--- src/bblur_pkg.sv ---
`timescale 1ns / 1ps
// bblur_pkg: shared types and constants for the 3x3 edge-aware box blur
// used by every module of the block and by its checker

package bblur_pkg;

    localparam int MAX_WIDTH   = 1024;
    localparam int COL_W       = $clog2(MAX_WIDTH);
    localparam int CNT_W       = COL_W + 1;
    localparam int WIDTH_W     = 11;
    localparam int HEIGHT_W    = 16;
    localparam int ROW_W       = 16;
    localparam int RING_ROWS   = 4;
    localparam int SLOT_W      = $clog2(RING_ROWS);
    localparam int QUEUE_DEPTH = 4;
    localparam int QPTR_W      = $clog2(QUEUE_DEPTH);
    localparam int PADDR_W     = 3;
    localparam int APB_DATA_W  = 32;

    // register index as decoded from paddr[2]
    localparam logic REG_FRAME_WIDTH  = 1'b0;
    localparam logic REG_FRAME_HEIGHT = 1'b1;

    localparam logic REQ_PIXEL = 1'b0;
    localparam logic REQ_DRAIN = 1'b1;

    typedef logic [23:0] rgb_t;

    typedef struct packed {
        logic       req_type;
        logic [7:0] in_red;
        logic [7:0] in_green;
        logic [7:0] in_blue;
    } pix_in_t;

    typedef struct packed {
        logic [7:0] out_red;
        logic [7:0] out_green;
        logic [7:0] out_blue;
        logic       frame_end;
    } pix_out_t;

    // effective frame geometry plus restart strobe from the register file
    typedef struct packed {
        logic                restart;
        logic [CNT_W-1:0]    width;
        logic [HEIGHT_W-1:0] height;
    } frame_ctl_t;

    // one command from the front end to the filter back end
    typedef struct packed {
        logic              wr_en;
        logic [SLOT_W-1:0] wr_slot;
        logic [COL_W-1:0]  wr_col;
        rgb_t              wr_pixel;
        logic              rd_en;
        logic [SLOT_W-1:0] row_slot;
        logic              top_ok;
        logic              bot_ok;
        logic              first_col;
        logic              right_ok;
        logic [COL_W-1:0]  rd_col;
        logic              frame_end;
    } blur_cmd_t;

endpackage

--- src/bblur_front.sv ---
`timescale 1ns / 1ps
// bblur_front: accepts pixels and drain transactions, tracks input and output
// positions and issues store/compute commands; depends on bblur_pkg

module bblur_front (
    input  logic                 aclk,
    input  logic                 aresetn,
    input  bblur_pkg::frame_ctl_t ctl,
    input  logic                 s_valid,
    output logic                 s_ready,
    input  bblur_pkg::pix_in_t   s_data,
    input  logic                 q_full,
    output logic                 push,
    output bblur_pkg::blur_cmd_t push_cmd
);
    import bblur_pkg::*;

    logic [COL_W-1:0] in_col_reg, in_col_next;
    logic [ROW_W-1:0] in_row_reg, in_row_next;
    logic [COL_W-1:0] out_col_reg, out_col_next;
    logic [ROW_W-1:0] out_row_reg, out_row_next;
    logic             primed_reg, primed_next;

    logic             accept;
    logic             is_pix;
    logic [CNT_W-1:0] in_col_inc;
    logic [ROW_W:0]   in_row_inc;
    logic [COL_W-1:0] in_col_upd;
    logic [ROW_W-1:0] in_row_upd;
    logic             primed_upd;
    logic [CNT_W-1:0] out_col_inc;
    logic [ROW_W:0]   out_row_inc;
    logic             right_ok;
    logic             bot_ok;
    logic [ROW_W-1:0] need_row;
    logic [CNT_W-1:0] need_col;
    logic             out_ready;
    logic             frame_done;

    assign s_ready = !q_full;
    assign accept  = s_valid && !q_full;
    assign is_pix  = (s_data.req_type == REQ_PIXEL) && !primed_reg;

    always_comb begin
        in_col_inc = {1'b0, in_col_reg} + CNT_W'(1);
        in_row_inc = {1'b0, in_row_reg} + (ROW_W+1)'(1);
        in_col_upd = in_col_reg;
        in_row_upd = in_row_reg;
        primed_upd = primed_reg;
        if (is_pix) begin
            if (in_col_inc >= ctl.width) begin
                in_col_upd = '0;
                in_row_upd = in_row_inc[ROW_W-1:0];
                if (in_row_inc >= {1'b0, ctl.height}) begin
                    primed_upd = 1'b1;
                end
            end else begin
                in_col_upd = in_col_inc[COL_W-1:0];
            end
        end

        // last neighbor position the next output waits for, clamped to the frame
        out_col_inc = {1'b0, out_col_reg} + CNT_W'(1);
        out_row_inc = {1'b0, out_row_reg} + (ROW_W+1)'(1);
        right_ok    = out_col_inc < ctl.width;
        bot_ok      = out_row_inc < {1'b0, ctl.height};
        need_row    = bot_ok ? out_row_inc[ROW_W-1:0] : ROW_W'(ctl.height - HEIGHT_W'(1));
        need_col    = right_ok ? out_col_inc : ctl.width - CNT_W'(1);

        out_ready  = primed_upd || (in_row_upd > need_row) ||
                     ((in_row_upd == need_row) && ({1'b0, in_col_upd} > need_col));
        frame_done = out_ready && !right_ok && !bot_ok;
    end

    always_comb begin
        push_cmd.wr_en     = is_pix;
        push_cmd.wr_slot   = in_row_reg[SLOT_W-1:0];
        push_cmd.wr_col    = in_col_reg;
        push_cmd.wr_pixel  = {s_data.in_red, s_data.in_green, s_data.in_blue};
        push_cmd.rd_en     = out_ready;
        push_cmd.row_slot  = out_row_reg[SLOT_W-1:0];
        push_cmd.top_ok    = out_row_reg != '0;
        push_cmd.bot_ok    = bot_ok;
        push_cmd.first_col = out_col_reg == '0;
        push_cmd.right_ok  = right_ok;
        // the first output of a row also reads column 1 on the second port
        push_cmd.rd_col    = (out_col_reg == '0) ? '0 : out_col_inc[COL_W-1:0];
        push_cmd.frame_end = frame_done;
        push               = accept && (is_pix || out_ready);
    end

    always_comb begin
        in_col_next  = in_col_reg;
        in_row_next  = in_row_reg;
        out_col_next = out_col_reg;
        out_row_next = out_row_reg;
        primed_next  = primed_reg;
        if (ctl.restart) begin
            in_col_next  = '0;
            in_row_next  = '0;
            out_col_next = '0;
            out_row_next = '0;
            primed_next  = 1'b0;
        end else if (accept) begin
            in_col_next = in_col_upd;
            in_row_next = in_row_upd;
            primed_next = primed_upd;
            if (out_ready) begin
                if (right_ok) begin
                    out_col_next = out_col_inc[COL_W-1:0];
                end else begin
                    out_col_next = '0;
                    out_row_next = out_row_inc[ROW_W-1:0];
                end
            end
            if (frame_done) begin
                in_col_next  = '0;
                in_row_next  = '0;
                out_col_next = '0;
                out_row_next = '0;
                primed_next  = 1'b0;
            end
        end
    end

    always_ff @(posedge aclk) begin
        if (!aresetn) begin
            in_col_reg  <= '0;
            in_row_reg  <= '0;
            out_col_reg <= '0;
            out_row_reg <= '0;
            primed_reg  <= 1'b0;
        end else begin
            in_col_reg  <= in_col_next;
            in_row_reg  <= in_row_next;
            out_col_reg <= out_col_next;
            out_row_reg <= out_row_next;
            primed_reg  <= primed_next;
        end
    end

endmodule

--- config.mk ---
export PLATFORM = sky130hd
export DESIGN_NAME = bblur_front
export DESIGN_NICKNAME = d
export VERILOG_FILES = /design/src/bblur_pkg.sv /design/src/bblur_front.sv
export SDC_FILE = /design/constraint.sdc
export NUM_CORES = 1
export LEC_CHECK = 0
export ABC_AREA = 1
export ABC_CLOCK_PERIOD_IN_PS = 5100
export BUFFER_PORTS_ARGS = -buffer_cell sky130_fd_sc_hd__buf_4
export CAP_MARGIN = 20
export CELL_PAD_IN_SITES_DETAIL_PLACEMENT = 0
export CELL_PAD_IN_SITES_GLOBAL_PLACEMENT = 1
export CORE_ASPECT_RATIO = 1.4
export CORE_MARGIN = 2
export CORE_UTILIZATION = 40
export DETAILED_ROUTE_END_ITERATION = 16
export PLACE_DENSITY_LB_ADDON = 0.1
export SYNTH_ARGS = -nofsm -noshare
export SYNTH_HDL_FRONTEND = slang
export SYNTH_SLANG_ARGS = --single-unit
--- constraint.sdc ---
create_clock -name aclk -period 5.1 [get_ports aclk]
set_input_delay 0 -clock aclk [delete_from_list [all_inputs] [get_ports aclk]]
set_output_delay 0 -clock aclk [all_outputs]
set_load 0.03 [all_outputs]
==> flow_metrics.env <==
export IMPL_start_util=0.4094
export IMPL_grt_pass1_vias=6274
export IMPL_post_synth_num_cell_types=41
export IMPL_cts_made_buffers=5
export IMPL_critPathRequiredTime_ns=5.10
export IMPL_cts_sinks=53
export IMPL_critical_path_class="flop to primary output"
export IMPL_min_period_over_period=0.9328
export IMPL_worstHoldPathCells=0
export IMPL_grt_ovfl_total=0
export IMPL_first_pass_iters=4
export IMPL_critPathLaunchType="flop"
export IMPL_port_buffers=65
export IMPL_grtUsageTotal=0.2213
export IMPL_ir_drop_uv=121.2
export IMPL_tritoncts="yes"
export IMPL_end_kind="primary output"
export IMPL_syn_nets=1161
export IMPL_cp_arrival_ns=4.76
export IMPL_fin_ws_ns=0.3429
export IMPL_postSynthAreaPerCell_sq_um=6.504
export IMPL_cts_root_buffer="clkbuf_16"
export IMPL_crit_path_max_incr_delay_ns=0.38
export IMPL_core_sq_mm=0.01617
export IMPL_clk_latency_ns=0.31
export IMPL_rows=55
export IMPL_h_tree_depth=2
export IMPL_setup_viol=0
export IMPL_drv_slew=0
export IMPL_netlist_area_leader_share=0.1625
export IMPL_min_period_ns=4.757
export IMPL_hp_class="input port to primary output"
export IMPL_vias_per_cell=5.009
export IMPL_skew_ns=0.008525
export IMPL_drtAntennaViolNets=0
export IMPL_drtIter0Drc=208
export IMPL_wl_per_cell_um=15.48
export IMPL_die_area_sq_mm=0.01761
export IMPL_critPathSlowestCell="dfxtp_4"
export IMPL_vias=6356
export IMPL_pwr_density_cell_mw_per_mm2=123.4
export IMPL_diodes=0
export IMPL_status="complete, no violations"
export IMPL_nets=1212
export IMPL_placed_area_sq_mm=0.007158
export IMPL_drive_gt1_frac=0.1794
export IMPL_finalHoldViolCount=0
export IMPL_timing_rr_end="in_row_reg[5]$_SDFFE_PP0P_"
export IMPL_cpMostUsedCell="nand2_1"
export IMPL_endpoint="push"
export IMPL_ff2ff_path_depth=28
export IMPL_slew_headroom=0.4647
export IMPL_syn_area_sq_mm=0.006621
export IMPL_max_freq_mhz=210.2
export IMPL_area_growth_syn_to_layout_pct=13.47
export IMPL_hpwlAfterDp_um=15760
export IMPL_top_level_ports=114
export IMPL_r2r_slack_ns=0.42
export IMPL_grt_antenna_before_repair=0
export IMPL_ys_seq_area_frac=0.1602
export IMPL_yosys_register_bits=53
export IMPL_finish_utilization=0.4646
export IMPL_syn_inst=1018
export IMPL_die_width_um=112.7
export IMPL_p_leak_nw=3.988
export IMPL_postLayoutCellArea_sq_mm=0.007513
export IMPL_drc=0
export IMPL_worstPathMaxFanout=7
export IMPL_worst_pin_slew_ns=0.8018
export IMPL_yosys_area_top_type="ha_1"
export IMPL_gp_congestion=0.8979
export IMPL_chipHeight_um=156.2
export IMPL_grt_max_degree=33
export IMPL_dp_slack_ns=0.1640
export IMPL_drt_wl_total_um=19640
export IMPL_synth_warnings=0
export IMPL_clk_pin_slew_ns=0.08
export IMPL_grt_pass1_wl_um=30850
export IMPL_rr_startpoint="in_col_reg[1]$_SDFFE_PP0P_"
export IMPL_crit_path_start="in_col_reg[1]$_SDFFE_PP0P_"
export IMPL_synth_area_top_cells="ha_1 (16%), dfxtp_1 (16%), nand2_1 (10%)"
export IMPL_cap_violations=0
export IMPL_cts_path_max_buffers=2
export IMPL_ctsHoldBuffers=0
==> stage by stage <==
step           hold WS (ns)  instances     TNS, ns  total power [mW]
3_5_place_dp      0.0002048       1247           0            0.5776
5_1_grt          0.00004852       1269  -0.0008402            0.9739
3_3_place_gp      0.0002048       1247           0            0.5786
6_report         0.00001065       1269           0            0.9270
4_1_cts           0.0002048       1255           0            0.9407
2_1_floorplan        0.1174       1018           0            0.5517
==> synth_stat cells (all sizes together) <==
cell	n
o21a	4
o211ai	3
dfxtp	53
nand2	184
xor2	52
mux2i	4
o21ai	60
nand3b	1
nand3	72
nor4	8
inv	176
or2	2
a211oi	6
clkbuf	12
a21oi	77
nand4	20
buf	45
o21bai	1
a31oi	2
nor2	124
a21o	3
ha	86
xnor2	2
nor3	21
==> cells in the final DEF (no fill, tap or decap), types with 3 or more instances in the layout <==
cell and instances:
nand4_1 18, a21o_1 3, nand2_1 181, nor3_1 16, a21oi_1 63, clkbuf_16 6
buf_4 93, dfxtp_2 4, o21ai_0 45, nand3_1 48, ha_1 85, nor2_2 7
nand2_2 3, o211ai_1 3, a21oi_2 14, inv_1 163, nor2_1 115, xor2_1 52
nor3_2 5, o21a_1 4, nand3_4 3, a211oi_1 4, buf_6 3, inv_2 11
nand3_2 21, dfxtp_1 48, nor4_1 6, mux2i_1 4, o21ai_1 14
==> worst min-delay path by stage <==
stage               startpoint      endpoint  slack, ns
finish              s_data[12]  push_cmd[30]    0.00001
global route         s_data[9]  push_cmd[27]    0.00005
CTS                  s_data[4]  push_cmd[22]     0.0002
detailed placement   s_data[4]  push_cmd[22]     0.0002
global placement     s_data[4]  push_cmd[22]     0.0002
floorplan               q_full       s_ready       0.12
==> critical path, delay by kind of cell, from the launching register on <==
| kind | cells | cell delay (ns) |
|---|---|---|
| and+or+nand+nor | 15 | 1.57 |
| AOI/OAI and AO/OA | 6 | 0.97 |
| adders and majority gates | 3 | 0.80 |
| buffers and inverters | 4 | 0.57 |
| DFF | 1 | 0.38 |
| xor gates and xnor gates | 1 | 0.15 |
==> per-layer routing <==
| metal | vias to the layer above | global-route usage | wire, um |
|---|---|---|---|
| li1 | 3351 | - | - |
| met1 | 2877 | 0.2332 | 7728 |
| met4 | 0 | 0.07375 | 531 |
| met5 | - | 0 | 0 |
| met3 | 27 | 0.02479 | 573 |
| met2 | 101 | 0.4460 | 10810 |
==> layout make-up <==
class                   instances  area (sq um)
clock inverters                 3         17.52
multi-input cells             732          4567
well taps                     199         249.0
repair buffers                101         817.0
fillers                      1767          8658
inverters                     176         668.1
clock buffers                   5         125.1
flip-flops and latches         53          1070
==> where the power goes <==
group	switching (mW)	leakage, nW	internal [mW]	total, mW
clock	0.178	0.0696	0.181	0.359
combinational	0.0973	3.49	0.0553	0.153
sequential	0.00121	0.430	0.414	0.415
==> what timing repair did <==
action / in CTS / in global routing
gates resized for setup: 0 / 31
endpoints found under the setup margin: 0 / 55
buffers inserted: 0 / 12
==> cell families (layout without fill, tap and decap cells) <==
family / Yosys count / count (layout) / share of synthesized area
and+or+nand+nor: 432 / 432 / 0.3078
xor gates and xnor gates: 54 / 54 / 0.07143
adders and majority gates: 86 / 86 / 0.1625
DFF: 53 / 53 / 0.1602
AOI/OAI and AO/OA: 156 / 156 / 0.1351
buffers and inverters: 233 / 285 / 0.1568
muxes: 4 / 4 / 0.006047
Power figures use the tool's default switching activity.
