--- config.mk ---
export PLATFORM = sky130hd
export DESIGN_NAME = bblur_queue
export DESIGN_NICKNAME = d
export VERILOG_FILES = /design/src/bblur_pkg.sv /design/src/bblur_queue.sv
export SDC_FILE = /design/constraint.sdc
export NUM_CORES = 1
export LEC_CHECK = 0
export ABC_CLOCK_PERIOD_IN_PS = 7200
export BUFFER_PORTS_ARGS = -buffer_cell sky130_fd_sc_hd__buf_2
export CAP_MARGIN = 20
export CORE_ASPECT_RATIO = 1.75
export CORE_UTILIZATION = 40
export CTS_CLUSTER_DIAMETER = 60
export DETAILED_ROUTE_END_ITERATION = 10
export MAX_ROUTING_LAYER = met4
export SLEW_MARGIN = 20
export SYNTH_ARGS = -nofsm -noshare
export SYNTH_HDL_FRONTEND = slang
export SYNTH_SLANG_ARGS = --single-unit
--- constraint.sdc ---
create_clock -name aclk -period 7.2 [get_ports aclk]
set_input_delay 0.36 -clock aclk [delete_from_list [all_inputs] [get_ports aclk]]
set_output_delay 0.36 -clock aclk [all_outputs]
set_load 0.005 [all_outputs]
--- src/bblur_pkg.sv ---
`timescale 1ns / 1ps
// bblur_pkg: shared types and constants for the 3x3 edge-aware box blur
// used by every module of the block and by its checker

package bblur_pkg;

    localparam int MAX_WIDTH   = 1024;
    localparam int COL_W       = $clog2(MAX_WIDTH);
    localparam int CNT_W       = COL_W + 1;
    localparam int WIDTH_W     = 11;
    localparam int HEIGHT_W    = 16;
    localparam int ROW_W       = 16;
    localparam int RING_ROWS   = 4;
    localparam int SLOT_W      = $clog2(RING_ROWS);
    localparam int QUEUE_DEPTH = 4;
    localparam int QPTR_W      = $clog2(QUEUE_DEPTH);
    localparam int PADDR_W     = 3;
    localparam int APB_DATA_W  = 32;

    // register index as decoded from paddr[2]
    localparam logic REG_FRAME_WIDTH  = 1'b0;
    localparam logic REG_FRAME_HEIGHT = 1'b1;

    localparam logic REQ_PIXEL = 1'b0;
    localparam logic REQ_DRAIN = 1'b1;

    typedef logic [23:0] rgb_t;

    typedef struct packed {
        logic       req_type;
        logic [7:0] in_red;
        logic [7:0] in_green;
        logic [7:0] in_blue;
    } pix_in_t;

    typedef struct packed {
        logic [7:0] out_red;
        logic [7:0] out_green;
        logic [7:0] out_blue;
        logic       frame_end;
    } pix_out_t;

    // effective frame geometry plus restart strobe from the register file
    typedef struct packed {
        logic                restart;
        logic [CNT_W-1:0]    width;
        logic [HEIGHT_W-1:0] height;
    } frame_ctl_t;

    // one command from the front end to the filter back end
    typedef struct packed {
        logic              wr_en;
        logic [SLOT_W-1:0] wr_slot;
        logic [COL_W-1:0]  wr_col;
        rgb_t              wr_pixel;
        logic              rd_en;
        logic [SLOT_W-1:0] row_slot;
        logic              top_ok;
        logic              bot_ok;
        logic              first_col;
        logic              right_ok;
        logic [COL_W-1:0]  rd_col;
        logic              frame_end;
    } blur_cmd_t;

endpackage

--- src/bblur_queue.sv ---
`timescale 1ns / 1ps
// bblur_queue: short command queue between the front and back ends
// depends on bblur_pkg for the command type and depth

module bblur_queue (
    input  logic                  aclk,
    input  logic                  aresetn,
    input  logic                  push,
    input  bblur_pkg::blur_cmd_t  push_cmd,
    input  logic                  pop,
    output bblur_pkg::blur_cmd_t  head,
    output logic                  full,
    output logic                  empty
);
    import bblur_pkg::*;

    blur_cmd_t         entry_reg [QUEUE_DEPTH];
    logic [QPTR_W-1:0] wr_ptr_reg, wr_ptr_next;
    logic [QPTR_W-1:0] rd_ptr_reg, rd_ptr_next;
    logic [QPTR_W:0]   count_reg, count_next;
    logic              do_push;
    logic              do_pop;

    assign full    = count_reg == (QPTR_W+1)'(QUEUE_DEPTH);
    assign empty   = count_reg == '0;
    assign head    = entry_reg[rd_ptr_reg];
    assign do_push = push && !full;
    assign do_pop  = pop && !empty;

    always_comb begin
        wr_ptr_next = do_push ? wr_ptr_reg + QPTR_W'(1) : wr_ptr_reg;
        rd_ptr_next = do_pop ? rd_ptr_reg + QPTR_W'(1) : rd_ptr_reg;
        count_next  = count_reg;
        case ({do_push, do_pop})
            2'b10:   count_next = count_reg + (QPTR_W+1)'(1);
            2'b01:   count_next = count_reg - (QPTR_W+1)'(1);
            default: count_next = count_reg;
        endcase
    end

    always_ff @(posedge aclk) begin
        if (do_push) begin
            entry_reg[wr_ptr_reg] <= push_cmd;
        end
    end

    always_ff @(posedge aclk) begin
        if (!aresetn) begin
            wr_ptr_reg <= '0;
            rd_ptr_reg <= '0;
            count_reg  <= '0;
        end else begin
            wr_ptr_reg <= wr_ptr_next;
            rd_ptr_reg <= rd_ptr_next;
            count_reg  <= count_next;
        end
    end

endmodule

==> results of run 1 <==
## report_power, final
| group | internal [W] | total [W] | switching, W |
|---|---|---|---|
| Sequential | 0.00161 | 0.00168 | 0.0000759 |
| Combinational | 0.000337 | 0.000632 | 0.000295 |
| Clock | 0.000572 | 0.00102 | 0.000445 |
## critical path, delay by kind of cell (launching register included)
| kind | cells | cell delay, ns |
|---|---|---|
| flip-flops | 1 | 0.67 |
| buffers and inverters | 2 | 0.79 |
| multiplexers | 1 | 0.60 |
## kinds of logic after synthesis
family	after synthesis	synth area share, %
AOI/OAI and AO/OA	7	0.471
xor gates and xnor gates	2	0.206
adders and majority gates	6	0.972
buffers and inverters	20	2.05
DFF	229	79.9
muxes	57	14.9
and+or+nand+nor	20	1.47
## placed cells by master, fill, tap and decap left out
cell,instances
o21ai_0,5
a21boi_0,2
clkinv_1,3
nor3_2,1
clkinv_2,2
and2_4,4
and2b_2,1
bufinv_16,1
mux2i_1,2
clkbuf_16,21
inv_1,6
nor3b_2,1
diode_2,2
or4bb_1,1
clkinvlp_4,1
ha_1,5
xor2_1,1
clkinv_4,1
and2_1,2
mux4_1,2
dfxtp_1,7
nand2_1,7
dfxtp_2,1
nor2b_1,1
mux4_2,53
fa_1,1
buf_2,115
dfxtp_4,1
clkbuf_1,6
xnor2_1,1
buf_4,2
edfxtp_1,220
or3_1,2
## routing by layer
metal  global-route usage, %  part of all wire, %
met1                    16.1                   37
met2                    27.0                   56
met3                    2.62                  4.0
met4                    5.09                  2.3
met5                       -                    0
## through the flow
stage          std cells  total power [W]
3_3_place_gp         696          0.00235
5_1_grt              733          0.00348
3_5_place_dp         696          0.00237
4_1_cts              731          0.00339
6_report             733          0.00333
2_1_floorplan        341          0.00215
## layout make-up
class / count / area [um2] / share of cell area (%)
flip-flops and latches: 229 / 6790 / 68.7
multi-input cells: 92 / 1540 / 15.6
repair buffers: 117 / 591 / 5.98
clock buffers: 27 / 548 / 5.55
well taps: 252 / 315 / 3.19
clock inverters: 8 / 67.6 / 0.684
inverters: 6 / 22.5 / 0.228
diodes: 2 / 5.00 / 0.0506
## final timing paths
kind         depth (start not counted)  slack [ns]     startpoint          endpoint
min reg2reg                          2        0.50  rd_ptr_reg[1]              flop
min                                  1        0.08   push_cmd[22]  entry_reg[3][22]
max reg2reg                          3        4.94   count_reg[2]  entry_reg[1][53]
max                                  3        4.28           flop          head[49]
==> impl_metrics.env, run 1 <==
export IMPL_status="complete, but fails checks"
export IMPL_failed_checks="DRC"
export IMPL_yosysTopAreaCell="edfxtp_1"
export IMPL_tightest_slew_ns=0.905
export IMPL_fin_crit_ns=2.92
export IMPL_dpl_hpwl_um=8890
export IMPL_hold_viol_final=0
export IMPL_worst_path_max_delay_cell="dfxtp_4"
export IMPL_finalInstanceArea_um2=9880
export IMPL_fin_nets=532
export IMPL_cts_made_buffers=21
export IMPL_ioPinCount=116
export IMPL_slew_viol_final=0
export IMPL_vdd_drop_max_uv=227
export IMPL_seq_area_frac_synth_pct=79.9
export IMPL_powerDensity_nw_per_um2=337
export IMPL_yosys_warnings=0
export IMPL_fin_setup_tns_ns=0
export IMPL_drc=8
export IMPL_path_class="reg -> out"
export IMPL_min_path_type="in -> reg"
export IMPL_finalSetupViolations=0
export IMPL_ys_ff_latch=229
export IMPL_synth_area_leaders="edfxtp_1 78%, mux4_2 14%, dfxtp_1 2.1%"
export IMPL_grt_antenna_before_repair=2
export IMPL_io_buffers=115
export IMPL_grt_use_total_pct=14.8
export IMPL_worstPathArrival_ns=2.56
export IMPL_crit_chain="buf_4 -> mux4_2 -> buf_2"
export IMPL_fin_worst_hold_slack_ns=0.0790
export IMPL_dpl_worst_slack_ns=4.67
export IMPL_grt_pass1_vias=4175
export IMPL_syn_nets=406
export IMPL_synth_cell_types=24
export IMPL_crit_required_ns=6.84
export IMPL_ctsHtreeMaxLevel=1
export IMPL_clk_pin_slew_ns=0.06
export IMPL_synth_most_common_cell="edfxtp_1"
export IMPL_critPathCaptureType="primary output"
export IMPL_start_kind="flop"
export IMPL_ctsRootBufferMaster="clkbuf_16"
export IMPL_utilization_pct=47.4
export IMPL_largest_reg_flops=220
export IMPL_async_flop_share_pct=0
export IMPL_grt_max_degree=56
export IMPL_netlist_top_cells_count="220 x edfxtp_1, 53 x mux4_2, 9 x dfxtp_1, 7 x nand2_1"
export IMPL_syn_inst=341
export IMPL_wl_per_cell_um=20.9
export IMPL_finClkSkew_ns=0.0110
export IMPL_grt_pass1_wl_um=23500
export IMPL_ctsHoldBuffers=0
export IMPL_clock_path_buffers=3
export IMPL_ant_nets=0
export IMPL_die_area_um2=21800
export IMPL_max_cap_violations=0
export IMPL_crit_path_max_fanout=32
export IMPL_dpl_instance_area_um2=9260
export IMPL_avgSynthCellArea_um2=24.9
export IMPL_rsz0062_at_grt="false"
export IMPL_synth_edff_count=220
export IMPL_num_rows=70
export IMPL_ys_flop_type="edfxtp_1"
export IMPL_clk_latency_ns=0.49
export IMPL_wl_um=15300
export IMPL_start_util_pct=40.7
export IMPL_yosysTopAreaCellShare_pct=77.8
export IMPL_min_period_over_period_pct=40.6
export IMPL_cts_setup_buffers=0
export IMPL_first_pass_iters=7
export IMPL_die_y_um=195
export IMPL_core_area_um2=20800
export IMPL_drt_initial_drc_count=195
export IMPL_fmax_mhz=342
export IMPL_leakage_nw=3.29
export IMPL_cts_resized=0
export IMPL_netlist_area_um2=8490
export IMPL_cts_sinks=229
export IMPL_filler_cell_count=1776
export IMPL_slew_headroom_pct=39.7
export IMPL_place_congestion=0.699
export IMPL_viasPerCell=5.13
export IMPL_area_growth_pct=16.4
export IMPL_vias=3762
export IMPL_timing_final_ws_setup_ns=4.28
export IMPL_tritoncts="done"
export IMPL_layout_drive_gt1_share_pct=42.8
export IMPL_cp_slowest_stage_delay_ns=0.67
export IMPL_overflow=0
export IMPL_die_w_um=112
Note: power is estimated with default switching activity, not from simulation.
==> run 2, diff against run 1 <==
--- a/config.mk
+++ b/config.mk
@@ -5,7 +5,7 @@
 export SDC_FILE = /design/constraint.sdc
 export NUM_CORES = 1
 export LEC_CHECK = 0
-export ABC_CLOCK_PERIOD_IN_PS = 7200
+export ABC_CLOCK_PERIOD_IN_PS = 2800
 export BUFFER_PORTS_ARGS = -buffer_cell sky130_fd_sc_hd__buf_2
 export CAP_MARGIN = 20
 export CORE_ASPECT_RATIO = 1.75
==> constraint.sdc (replaced) <==
create_clock -name aclk -period 2.8 [get_ports aclk]
set_input_delay 0.14 -clock aclk [delete_from_list [all_inputs] [get_ports aclk]]
set_output_delay 0.14 -clock aclk [all_outputs]
set_load 0.005 [all_outputs]
==> run 2 against run 1 <==
Net effect: the flow still finishes with violations (DRC); sequential power grew to 2.6 times the previous value; design area is 7.9% higher; first-iteration DRC count is 9.2% lower; setup slack worse by 3.9 ns; routed wire length is 4.5% higher; register-to-register slack worse by 4.3 ns; hold slack better by 0.063 ns; clock skew is 0.0067 ns higher; cell count is 8.9% higher; flip-flop and latch count stayed put; largest power group unchanged.
==> impl_metrics.env, run 2 (synthesized netlist as in run 1, its figures left out) <==
export IMPL_status="complete, but fails checks"
export IMPL_failed_checks="DRC"
export IMPL_pwr_share_comb_pct=20.1
export IMPL_largest_reg_flops=220
export IMPL_antenna_cells=0
export IMPL_grt_antenna_before_repair=0
export IMPL_placed_cells=705
export IMPL_vdd_drop_max_uv=573
export IMPL_ctsRootBufferMaster="clkbuf_16"
export IMPL_power_frac_seq_pct=48.7
export IMPL_fin_worst_hold_slack_ns=0.142
export IMPL_swShare_pct=24.4
export IMPL_first_pass_iters=9
export IMPL_overflow=0
export IMPL_hp_start="push"
export IMPL_dpl_hpwl_um=10200
export IMPL_wl_per_cell_um=20.1
export IMPL_slew_viol_final=0
export IMPL_die_w_um=112
export IMPL_clk_pin_slew_ns=0.07
export IMPL_clkPwrFrac_pct=31.2
export IMPL_most_common_layout_cells="220 x edfxtp_1, 115 x buf_2, 57 x dlygate4sd3_1"
export IMPL_finalInstanceArea_um2=10700
export IMPL_cp_slowest_stage_delay_ns=0.74
export IMPL_wl_um=16000
export IMPL_fin_crit_ns=2.39
export IMPL_cts_setup_buffers=0
export IMPL_rr_worst_depth=9
export IMPL_ant_nets=0
export IMPL_grt_pass1_wl_um=24800
export IMPL_drt_initial_drc_count=177
export IMPL_cts_made_buffers=20
export IMPL_tightest_slew_ns=0.603
export IMPL_num_rows=70
export IMPL_rsz0062_at_grt="false"
export IMPL_die_area_um2=21800
export IMPL_min_period_over_period_pct=85.3
export IMPL_p_sw_w=0.00217
export IMPL_regToRegSetupSlack_ns=0.61
export IMPL_finalSetupViolations=0
export IMPL_worst_path_max_delay_cell="dfxtp_4"
export IMPL_io_buffers=115
export IMPL_ctsHtreeMaxLevel=1
export IMPL_grt_pass1_vias=4495
export IMPL_core_area_um2=20800
export IMPL_grt_use_total_pct=15.6
export IMPL_fin_nets=597
export IMPL_path_class="reg -> out"
export IMPL_crit_chain="buf_4 -> mux4_2 -> buf_2"
export IMPL_max_cap_violations=0
export IMPL_crit_required_ns=2.66
export IMPL_cell_internal_pwr_w=0.00673
export IMPL_critPathCaptureType="primary output"
export IMPL_hold_depth=3
export IMPL_hold_viol_final=0
export IMPL_dpl_worst_slack_ns=0.611
export IMPL_ctsHoldBuffers=57
export IMPL_fmax_mhz=419
export IMPL_final_cells=798
export IMPL_grt_max_degree=31
export IMPL_min_path_type="in -> reg"
export IMPL_cts_sinks=229
export IMPL_worstPathArrival_ns=2.25
export IMPL_timing_final_ws_setup_ns=0.411
export IMPL_dpl_instance_area_um2=9400
export IMPL_ioPinCount=116
export IMPL_cts_resized=0
export IMPL_slew_headroom_pct=59.8
export IMPL_holdPathEnd="wr_ptr_reg[0]"
export IMPL_powerDensity_nw_per_um2=835
export IMPL_clk_latency_ns=0.50
export IMPL_fin_setup_tns_ns=0
export IMPL_viasPerCell=5.07
export IMPL_crit_path_max_fanout=28
export IMPL_finClkSkew_ns=0.0177
export IMPL_area_growth_pct=25.5
export IMPL_reg2reg_from="count_reg[2]"
export IMPL_r2r_end="count_reg[2]"
export IMPL_vias=4044
export IMPL_tritoncts="done"
export IMPL_layout_drive_gt1_share_pct=40.1
export IMPL_start_util_pct=40.7
export IMPL_place_congestion=0.706
export IMPL_start_kind="flop"
export IMPL_die_y_um=195
export IMPL_drc=8
export IMPL_final_common_cell="edfxtp_1"
export IMPL_leakage_nw=3.63
export IMPL_clock_path_buffers=3
==> run 2: cell types whose count changed in the layout (fill, tap and decap cells not counted), sizes merged <==
| cell | change |
|---|---|
| diode | -2 |
| buf | +9 |
| dlygate4sd3 | +57 |
| inv | +2 |
| clkinv | -1 |
| clkbuf | +1 |
| clkinvlp | -1 |
==> run 2: final cells by class <==
class | instances | area [um2]
clock buffer | 28 | 603
clock inverter | 8 | 81.3
fill | 1661 | 10200
inverter | 6 | 22.5
multi-input combinational | 92 | 1540
sequential | 229 | 6790
tap | 252 | 315
timing repair buffer | 183 | 1300
==> run 2: power by group through the flow <==
stage                     clock, W  combinational (W)  sequential, W
after floorplan                  0            0.00124        0.00428
after global placement           0            0.00174        0.00439
after detailed placement         0            0.00177        0.00442
after CTS                  0.00285            0.00184        0.00435
after global routing       0.00298            0.00194        0.00438
final                      0.00278            0.00179        0.00433
==> run 2: critical path: cells and delay by family, from the launching register on <==
kind / cells / cell delay [ns]
DFF: 1 / 0.74
muxes: 1 / 0.53
buffers and inverters: 2 / 0.47
==> run 2: metal layers <==
metal | global-route usage (%) | part of all wire, % | up-vias
met3 | 2.31 | 4.5 | 28
met4 | 6.12 | 2.6 | 0
met1 | 17.0 | 38 | 2095
met5 | - | 0 | -
met2 | 28.3 | 55 | 104
li1 | - | - | 1817
==> run 2: how the worst max path moves through the flow <==
stage          slack [ns]         endpoint         start  depth (start not counted)
2_1_floorplan        0.33  entry_reg[0][0]  count_reg[2]                          4
3_3_place_gp         0.73  entry_reg[0][6]  count_reg[2]                          4
3_5_place_dp         0.61     count_reg[2]  count_reg[2]                          9
4_1_cts              0.32         head[33]          flop                          3
5_1_grt              0.27         head[33]          flop                          3
6_report             0.41         head[33]          flop                          3
==> run 2: stage by stage <==
step | total power, W | util, %
2_1_floorplan | 0.00552 | -
3_3_place_gp | 0.00614 | 45.1
3_5_place_dp | 0.00619 | 45.1
4_1_cts | 0.00905 | 51.1
5_1_grt | 0.00929 | 51.1
6_report | 0.00890 | 51.1
==> run 3, diff against run 2 <==
--- a/config.mk
+++ b/config.mk
@@ -5,14 +5,16 @@
 export SDC_FILE = /design/constraint.sdc
 export NUM_CORES = 1
 export LEC_CHECK = 0
+export ABC_AREA = 1
 export ABC_CLOCK_PERIOD_IN_PS = 2800
 export BUFFER_PORTS_ARGS = -buffer_cell sky130_fd_sc_hd__buf_2
 export CAP_MARGIN = 20
 export CORE_ASPECT_RATIO = 1.75
-export CORE_UTILIZATION = 40
+export CORE_UTILIZATION = 57
 export CTS_CLUSTER_DIAMETER = 60
 export DETAILED_ROUTE_END_ITERATION = 10
 export MAX_ROUTING_LAYER = met4
+export PLACE_DENSITY = 0.79
 export SLEW_MARGIN = 20
 export SYNTH_ARGS = -nofsm -noshare
 export SYNTH_HDL_FRONTEND = slang
==> run 3 against run 2 <==
Net effect: critical endpoint is now head[11]; cell count is 22% higher; sequential share of layout area is 0.40 points higher; clock skew is 0.0052 ns lower; sequential power is 3% lower; highest routed layer unchanged; non-clock buffer count is 5 higher; power is 0.66% lower; die area is 28% lower; the run now ends clean; largest cell class unchanged; first-iteration DRC count is 130% higher.
==> impl_metrics.env, run 3 <==
export IMPL_critPathCaptureType="primary output"
export IMPL_netlist_area_um2=8640
export IMPL_ys_ff_latch=229
export IMPL_synth_cell_types=17
export IMPL_regToRegSetupSlack_ns=0.58
export IMPL_dpl_instance_area_um2=9370
export IMPL_grt_use_total_pct=24.5
export IMPL_synth_most_common_cell="edfxtp_1"
export IMPL_tritoncts="done"
export IMPL_synth_area_leaders="edfxtp_1 76%, nor2_1 5.2%, o22ai_1 4.0%"
export IMPL_crit_path_max_fanout=42
export IMPL_async_flop_share_pct=0
export IMPL_avgSynthCellArea_um2=14.3
export IMPL_clkPwrFrac_pct=30.4
export IMPL_clk_pin_slew_ns=0.07
export IMPL_holdPathEnd="entry_reg[1][19]"
export IMPL_die_y_um=165
export IMPL_cts_resized=0
export IMPL_fin_crit_ns=2.32
export IMPL_dpl_worst_slack_ns=0.666
export IMPL_grt_pass1_vias=5773
export IMPL_tightest_slew_ns=0.577
export IMPL_grt_max_degree=56
export IMPL_cts_setup_buffers=0
export IMPL_overflow=0
export IMPL_netlist_top_cells_count="220 x edfxtp_1, 120 x nor2_1, 67 x o21ai_0, 55 x o22ai_1, 45 x o21ai_1"
export IMPL_clock_path_buffers=3
export IMPL_syn_inst=602
export IMPL_ctsRootBufferMaster="clkbuf_16"
export IMPL_place_congestion=0.825
export IMPL_timing_final_ws_setup_ns=0.480
export IMPL_min_path_type="in -> reg"
export IMPL_reg2reg_from="count_reg[1]"
export IMPL_hold_viol_final=0
export IMPL_slew_viol_final=0
export IMPL_num_rows=59
export IMPL_ioPinCount=116
export IMPL_slew_headroom_pct=61.5
export IMPL_ctsHoldBuffers=58
export IMPL_largest_reg_flops=220
export IMPL_grt_pass1_wl_um=28000
export IMPL_placed_cells=880
export IMPL_finClkSkew_ns=0.0125
export IMPL_core_area_um2=14800
export IMPL_status="finished clean"
export IMPL_rr_worst_depth=11
export IMPL_ant_nets=0
export IMPL_vdd_drop_max_uv=749
export IMPL_finalInstanceArea_um2=10600
export IMPL_start_util_pct=58.2
export IMPL_min_period_over_period_pct=82.9
export IMPL_r2r_end="count_reg[2]"
export IMPL_swShare_pct=28.1
export IMPL_max_cap_violations=0
export IMPL_first_pass_iters=5
export IMPL_rsz0062_at_grt="false"
export IMPL_dpl_hpwl_um=10500
export IMPL_syn_nets=667
export IMPL_vias=5548
export IMPL_cell_internal_pwr_w=0.00636
export IMPL_fin_worst_hold_slack_ns=0.406
export IMPL_clk_latency_ns=0.49
export IMPL_cts_sinks=229
export IMPL_layout_drive_gt1_share_pct=21.0
export IMPL_yosysTopAreaCellShare_pct=76.5
export IMPL_start_kind="flop"
export IMPL_leakage_nw=3.80
export IMPL_ctsHtreeMaxLevel=1
export IMPL_fin_nets=842
export IMPL_fmax_mhz=431
export IMPL_hold_depth=2
export IMPL_final_common_cell="edfxtp_1"
export IMPL_grt_antenna_before_repair=1
export IMPL_cts_made_buffers=20
export IMPL_drc=0
export IMPL_seq_area_frac_synth_pct=78.6
export IMPL_final_cells=973
export IMPL_crit_required_ns=2.66
export IMPL_yosysTopAreaCell="edfxtp_1"
export IMPL_worstPathArrival_ns=2.18
export IMPL_pwr_share_comb_pct=22.1
export IMPL_yosys_warnings=0
export IMPL_path_class="reg -> out"
export IMPL_wl_um=18300
export IMPL_die_w_um=95.0
export IMPL_powerDensity_nw_per_um2=835
export IMPL_hp_start="push_cmd[19]"
export IMPL_p_sw_w=0.00249
export IMPL_io_buffers=115
export IMPL_viasPerCell=5.70
export IMPL_power_frac_seq_pct=47.5
export IMPL_most_common_layout_cells="220 x edfxtp_1, 116 x nor2_1, 115 x buf_2"
export IMPL_wl_per_cell_um=18.8
export IMPL_synth_edff_count=220
export IMPL_area_growth_pct=22.7
export IMPL_die_area_um2=15700
export IMPL_power_w=0.00885
export IMPL_finalSetupViolations=0
export IMPL_ys_flop_type="edfxtp_1"
export IMPL_drt_initial_drc_count=407
run 3: cell types whose count changed in the layout (fill, tap and decap cells not counted), moves of 5 or more:
cell     before  now
buf_4         5   14
buf_12        6    1
mux4_2       53    0
o21ai_1       0   45
nor2_1        0  116
nand3_1       0    5
inv_1         6   17
o22ai_1       0   55
a21oi_1       0    5
nand2_1       7   15
o21ai_0       5   67
run 3: power by group through the flow:
stage	logic (W)	registers [W]	clock network [W]
after floorplan	0.00120	0.00422	0
after global placement	0.00180	0.00425	0
after detailed placement	0.00186	0.00427	0
after CTS	0.00193	0.00420	0.00271
after global routing	0.00217	0.00422	0.00284
final	0.00195	0.00420	0.00269
run 3: metal layers:
metal  vias to the layer above  track usage (%)  wire, um
li1                       2595                -         -
met1                      2700             26.5      6720
met2                       213             44.3     10200
met3                        40             3.50       955
met4                         0             10.1       484
met5                         -                -         0
run 3: how the worst max path moves through the flow:
| stage | startpoint | endpoint | slack [ns] | cells after the start |
|---|---|---|---|---|
| global route | flop | head[11] | 0.37 | 4 |
| CTS | flop | head[11] | 0.50 | 4 |
| detailed placement | count_reg[1] | count_reg[2] | 0.67 | 12 |
| global placement | count_reg[1] | count_reg[2] | 0.76 | 12 |
| finish | flop | head[11] | 0.48 | 4 |
| floorplan | count_reg[1] | entry_reg[0][0] | -0.61 | 4 |
run 3: layout make-up:
class	instances	area [um2]
Clock buffer	25	541
Sequential cell	229	6790
Antenna cell	1	2.50
Tap cell	183	229
Fill cell	958	4250
Timing Repair Buffer	188	1280
Inverter	20	76.3
Clock inverter	9	97.6
Multi-Input combinational cell	318	1570
run 3: critical path, stage by stage (launching register included):
cell,delay (ns)
dfxtp_4,0.57
buf_4,0.44
o21ai_0,0.17
o22ai_1,0.31
buf_2,0.18
run 3: cells by family after synthesis:
| logic type | after synthesis | synth area share (%) |
|---|---|---|
| buffers and inverters | 55 | 3.54 |
| AOI/OAI and AO/OA | 172 | 10.8 |
| and+or+nand+nor | 140 | 6.16 |
| adders and majority gates | 6 | 0.956 |
| DFF | 229 | 78.6 |
run 3: through the flow:
step | util, % | TNS, ns
5_1_grt | 71.4 | 0
3_5_place_dp | 63.2 | 0
4_1_cts | 71.4 | 0
3_3_place_gp | 63.2 | 0
2_1_floorplan | - | -134.16
6_report | 71.4 | 0
